**src/rtl/core/assert_macros.svh**
```systemverilog
// Assertion macros shared by the RTL that carries checks.
// No dependencies; include with the bare file name.
`ifndef ASSERT_MACROS_SVH
`define ASSERT_MACROS_SVH

// Same-cycle implication, disabled while reset is high.
`define ASSERT_IMPLIES(label, clk, rst, ante, cons) \
   label: assert property (@(posedge clk) disable iff (rst) (ante) |-> (cons)) \
      else $error("assertion failed: same-cycle implication");

// Next-cycle implication, disabled while reset is high.
`define ASSERT_NEXT(label, clk, rst, ante, cons) \
   label: assert property (@(posedge clk) disable iff (rst) (ante) |=> (cons)) \
      else $error("assertion failed: next-cycle implication");

`endif

```
**src/rtl/core/pcc_pkg.sv**
```systemverilog
// Shared types for the polygon convexity checker.
// No dependencies; used by pcc_cross and polygon_convexity_check.
package pcc_pkg;

   // Sign of one cross product; also the winding code on the result port.
   typedef enum logic [1:0] {
      SIGN_NONE = 2'd0,
      SIGN_NEG  = 2'd1,
      SIGN_POS  = 2'd2
   } sign_type;

   // Vertices taken so far in the current polygon, saturating at two.
   typedef enum logic [1:0] {
      SEEN_NONE = 2'd0,
      SEEN_ONE  = 2'd1,
      SEEN_TWO  = 2'd2
   } seen_type;

   // Running sign state across the products of one polygon.
   typedef struct packed {
      sign_type first_sign;
      logic     broken;
   } acc_type;

endpackage

```
**src/rtl/core/pcc_cross.sv**
```systemverilog
// Two-stage cross product sign unit: registered multiplies, then subtract and sign.
// Depends on pcc_pkg.
module pcc_cross
   import pcc_pkg::*;
#(
   parameter int EDGE_BITS = 17
) (
   input  logic                        clock,
   input  logic                        enable,
   input  logic signed [EDGE_BITS-1:0] ax,
   input  logic signed [EDGE_BITS-1:0] ay,
   input  logic signed [EDGE_BITS-1:0] bx,
   input  logic signed [EDGE_BITS-1:0] by,
   output sign_type                    cross_sign
);

   localparam int PROD_BITS = 2 * EDGE_BITS;
   localparam int DIFF_BITS = PROD_BITS + 1;

   logic signed [PROD_BITS-1:0] prod_xy_ff, prod_yx_ff;
   logic signed [PROD_BITS-1:0] prod_xy_in, prod_yx_in;
   logic signed [DIFF_BITS-1:0] diff;
   sign_type                    sign_ff, sign_in;

   assign prod_xy_in = PROD_BITS'(ax) * PROD_BITS'(by);
   assign prod_yx_in = PROD_BITS'(ay) * PROD_BITS'(bx);

   assign diff = DIFF_BITS'(prod_xy_ff) - DIFF_BITS'(prod_yx_ff);

   always_comb begin
      if (diff == '0) begin
         sign_in = SIGN_NONE;
      end else if (diff[DIFF_BITS-1]) begin
         sign_in = SIGN_NEG;
      end else begin
         sign_in = SIGN_POS;
      end
   end

   always_ff @(posedge clock) begin
      if (enable) begin
         prod_xy_ff <= prod_xy_in;
         prod_yx_ff <= prod_yx_in;
         sign_ff    <= sign_in;
      end
   end

   assign cross_sign = sign_ff;

endmodule
```
**config.mk**
```make
export PLATFORM = sky130hd
export DESIGN_NAME = pcc_cross
export DESIGN_NICKNAME = d
export VERILOG_FILES = /design/src/rtl/core/assert_macros.svh /design/src/rtl/core/pcc_pkg.sv /design/src/rtl/core/pcc_cross.sv
export SDC_FILE = /design/constraint.sdc
export NUM_CORES = 2
export LEC_CHECK = 0
export BUFFER_PORTS_ARGS = -buffer_cell sky130_fd_sc_hd__buf_2
export CAP_MARGIN = 20
export CELL_PAD_IN_SITES_DETAIL_PLACEMENT = 0
export CELL_PAD_IN_SITES_GLOBAL_PLACEMENT = 1
export CORE_UTILIZATION = 25
export CTS_CLUSTER_DIAMETER = 30
export DETAILED_ROUTE_END_ITERATION = 12
export PLACE_DENSITY = 0.56
export SYNTH_ARGS = -nofsm -noshare
export SYNTH_HDL_FRONTEND = slang
export SYNTH_SLANG_ARGS = --single-unit
export TNS_END_PERCENT = 50
```
**constraint.sdc**
```tcl
create_clock -name clock -period 7.75 [get_ports clock]
set_input_delay 0.3875 -clock clock [delete_from_list [all_inputs] [get_ports clock]]
set_output_delay 0.3875 -clock clock [all_outputs]
set_load 0.03 [all_outputs]
```
==> reports/results.tsv <==
stage	metric	value	unit
synthesis	synth_top_area_share	46.0	%
detailed_routing	drt-pass1-iter-count	7	
synthesis	yosysMostFrequentCell	inv_1	
clock_network	cts_tree	built	
clock_network	cts-hold-fix-buffers	0	
job	maxCapViolCount	0	
synthesis	synth_area	25800	um^2
timing	fin_skew	0.00442	ns
timing	totalNegativeSetupSlack	0	ns
worst_setup_path	cp-start-kind	primary input	
detailed_routing	dr.first_iter.drc_count	785	
clock_network	cts_setup_buffers	0	
synthesis	synth_nets	3624	
synthesis	ys_seq_area_share	8.14	%
final_layout	drive_gt1_share	3.66	%
die	start_util	25.3	%
detailed_routing	vias	17900	
clock_network	clkTransAtPathRegs	0.05	ns
timing	finalCriticalPeriod	6.81	ns
worst_setup_path	crit_type	primary input to flip-flop	
global_routing	grt_pass1_wl	107	mm
clock_network	cts_buffers	9	
worst_setup_path	critPathBufInv	4	
clock_network	root_buffer	clkbuf_16	
die	dieArea	105000	um^2
clock_network	post_cts_resized	0	
timing	rsz0062_at_grt	no	
timing	drv_slew	0	
synthesis	netlist_top_cells_count	672 x inv_1, 593 x fa_1, 300 x nand2_1	
worst_setup_path	path_max_fanout	17	
synthesis	synth_cell_types	67	
synthesis	synth-edff-count	70	
worst_setup_path	crit_chain	buf_2 > nand2_1 > inv_1 > fa_1 > fa_1 > fa_1 > fa_1 > fa_1 > inv_1 > fa_1 > inv_1 > ha_1 > a2111oi_0 > o21ai_0 > a31oi_1 > o21ai_0 > nand4_1 > nand2_1 > a211o_1 > a21oi_1 > xnor2_1	
synthesis	synth_top_area_cell	fa_1	
worst_setup_path	crit_path_end_kind	flip-flop	
clock_network	clock_sinks	70	
synthesis	async_reset_ff_share	0	%
status	status	complete, no violations	
detailed_routing	viasPerCell	4.32	
clock_network	htree_levels	3	
detailed_routing	wire_per_inst	15.4	um
detailed_routing	routed_wl	63.6	mm
placed_design	hpwl	53.2	mm
timing	hold_viol	0	
clock_network	clk_latency	0.35	ns
clock_network	clockBufferDepth	2	
final_layout	num_antenna_cells	0	
synthesis	synth_flop_cell	edfxtp_1	
global_routing	grt_overflow	0	
worst_setup_path	arrival	6.91	ns
worst_setup_path	slowest_stage	fa_1	
global_routing	antenna_found_initial	0	
placed_design	routabilityCongestion	0.829	
synthesis	syn_area_per_cell	9.37	um^2
detailed_routing	ant_nets	0	
synthesis	synth_warnings	0	
die	fp.coreArea	102000	um^2
synthesis	synth.area.top_cells	fa_1 46%, ha_1 9.9%, inv_1 9.8%	
synthesis	syn_inst	2757	
worst_setup_path	worstPathRequired	7.84	ns
die	dieHeight	323	um
timing	worstMarginPinSlew	1.09	ns
placed_design	port_buffers	71	
die	pin_count	72	
worst_setup_path	path_common_cell	fa_1	
die	floorplan.rows	117	
timing	timing.fmax	147	MHz
die	die_w	323	um
final_layout	fin_nets	3626	
worst_setup_path	critPathMaxStageDelay	0.91	ns
synthesis	ys_seq_elements	70	
min_path	hold_path_class	primary input to flip-flop	
timing	slew-limit-headroom	25.6	%
timing	setup_viol	0	
final_layout	syn_to_final_growth	7.88	%
global_routing	grt_max_degree	71	
global_routing	grt_util_all_layers	13.0	%
detailed_routing	drt_drc_violations_left	0	
global_routing	grt_pass1_vias	19600	
worst_setup_path	critPathTopFamily	adder cells	
timing	timing.final.crit_share	87.9	%
## layer usage
metal / GRT usage (%) / part of all wire (%) / vias up
met4: 1.67 / 1.2 / 0
met2: 24.2 / 54 / 188
li1: - / - / 8308
met3: 1.54 / 2.7 / 46
met5: 0 / 0 / -
met1: 16.3 / 42 / 9318
## final timing paths
kind / cells after the start / end / slack [ns] / start
min reg2reg: 2 / cross_sign[0] / 0.81 / prod_xy_ff[33]
max reg2reg: 12 / cross_sign[1] / 3.53 / prod_xy_ff[0]
max: 21 / prod_yx_ff[33] / 0.94 / bx[2]
min: 2 / prod_yx_ff[0] / 0.62 / bx[0]
## kinds of logic after synthesis
logic type | synth area share [%]
flip-flops | 8.14
buffers and inverters | 11.1
AND/OR/NAND/NOR | 14.9
AO/OA/AOI/OAI | 6.83
XOR/XNOR | 2.92
multiplexers | 0.276
adder cells (fa/ha/maj) | 55.8
## state kept, by name, summed over array words and instances, names as in the netlist
name	cells
prod_xy_ff	34
prod_yx_ff	34
cross_sign	2
## through the flow
| step | cell area (um^2) | cells | hold WS (ns) | setup slack [ns] | util, % |
|---|---|---|---|---|---|
| 6_report | 27900 | 4130 | 0.616 | 0.936 | 27.3 |
| 3_5_place_dp | 27600 | 4116 | 0.815 | 0.569 | 27.1 |
| 2_1_floorplan | 25800 | 2757 | 0.500 | 1.32 | - |
| 5_1_grt | 27900 | 4130 | 0.626 | 0.540 | 27.3 |
| 4_1_cts | 27900 | 4130 | 0.610 | 0.912 | 27.3 |
| 3_3_place_gp | 27600 | 4116 | 0.785 | 0.478 | 27.1 |
## area by class of cell
type / instances / area, um^2
clock buffer: 12 / 236
clock inverter: 2 / 11.3
fill: 11000 / 74200
inverter: 672 / 2520
multi-input combinational: 1928 / 20900
sequential: 70 / 2100
tap: 1368 / 1710
timing repair buffer: 78 / 408
## placed cells by master (no fill, tap or decap), types with 3 or more instances in the layout
master       n
inv_1      672
fa_1       593
nand2_1    300
and2_1     293
ha_1       204
nor2_1      82
a21oi_1     74
buf_2       71
edfxtp_1    70
xnor2_1     64
o21ai_0     39
a21o_1      35
nand2b_1    22
xor2_1      22
nor3_1      18
o21a_1      15
a31oi_1     14
nand3_1     11
o21ai_1     10
nand4_1     10
and3_1       9
clkbuf_16    9
nor2b_1      8
a211oi_1     8
o21bai_1     8
a2111oi_0    8
buf_4        7
o2111ai_1    6
nor4_1       6
mux2i_1      6
o211ai_1     5
a211o_1      5
or3_1        4
o31ai_1      4
o31a_1       3
a31o_2       3
nor3b_1      3
clkbuf_1     3
Power is left out: the tool's default activity adds up to more than one toggle a clock period on the data nets, which glitch-free logic cannot reach.
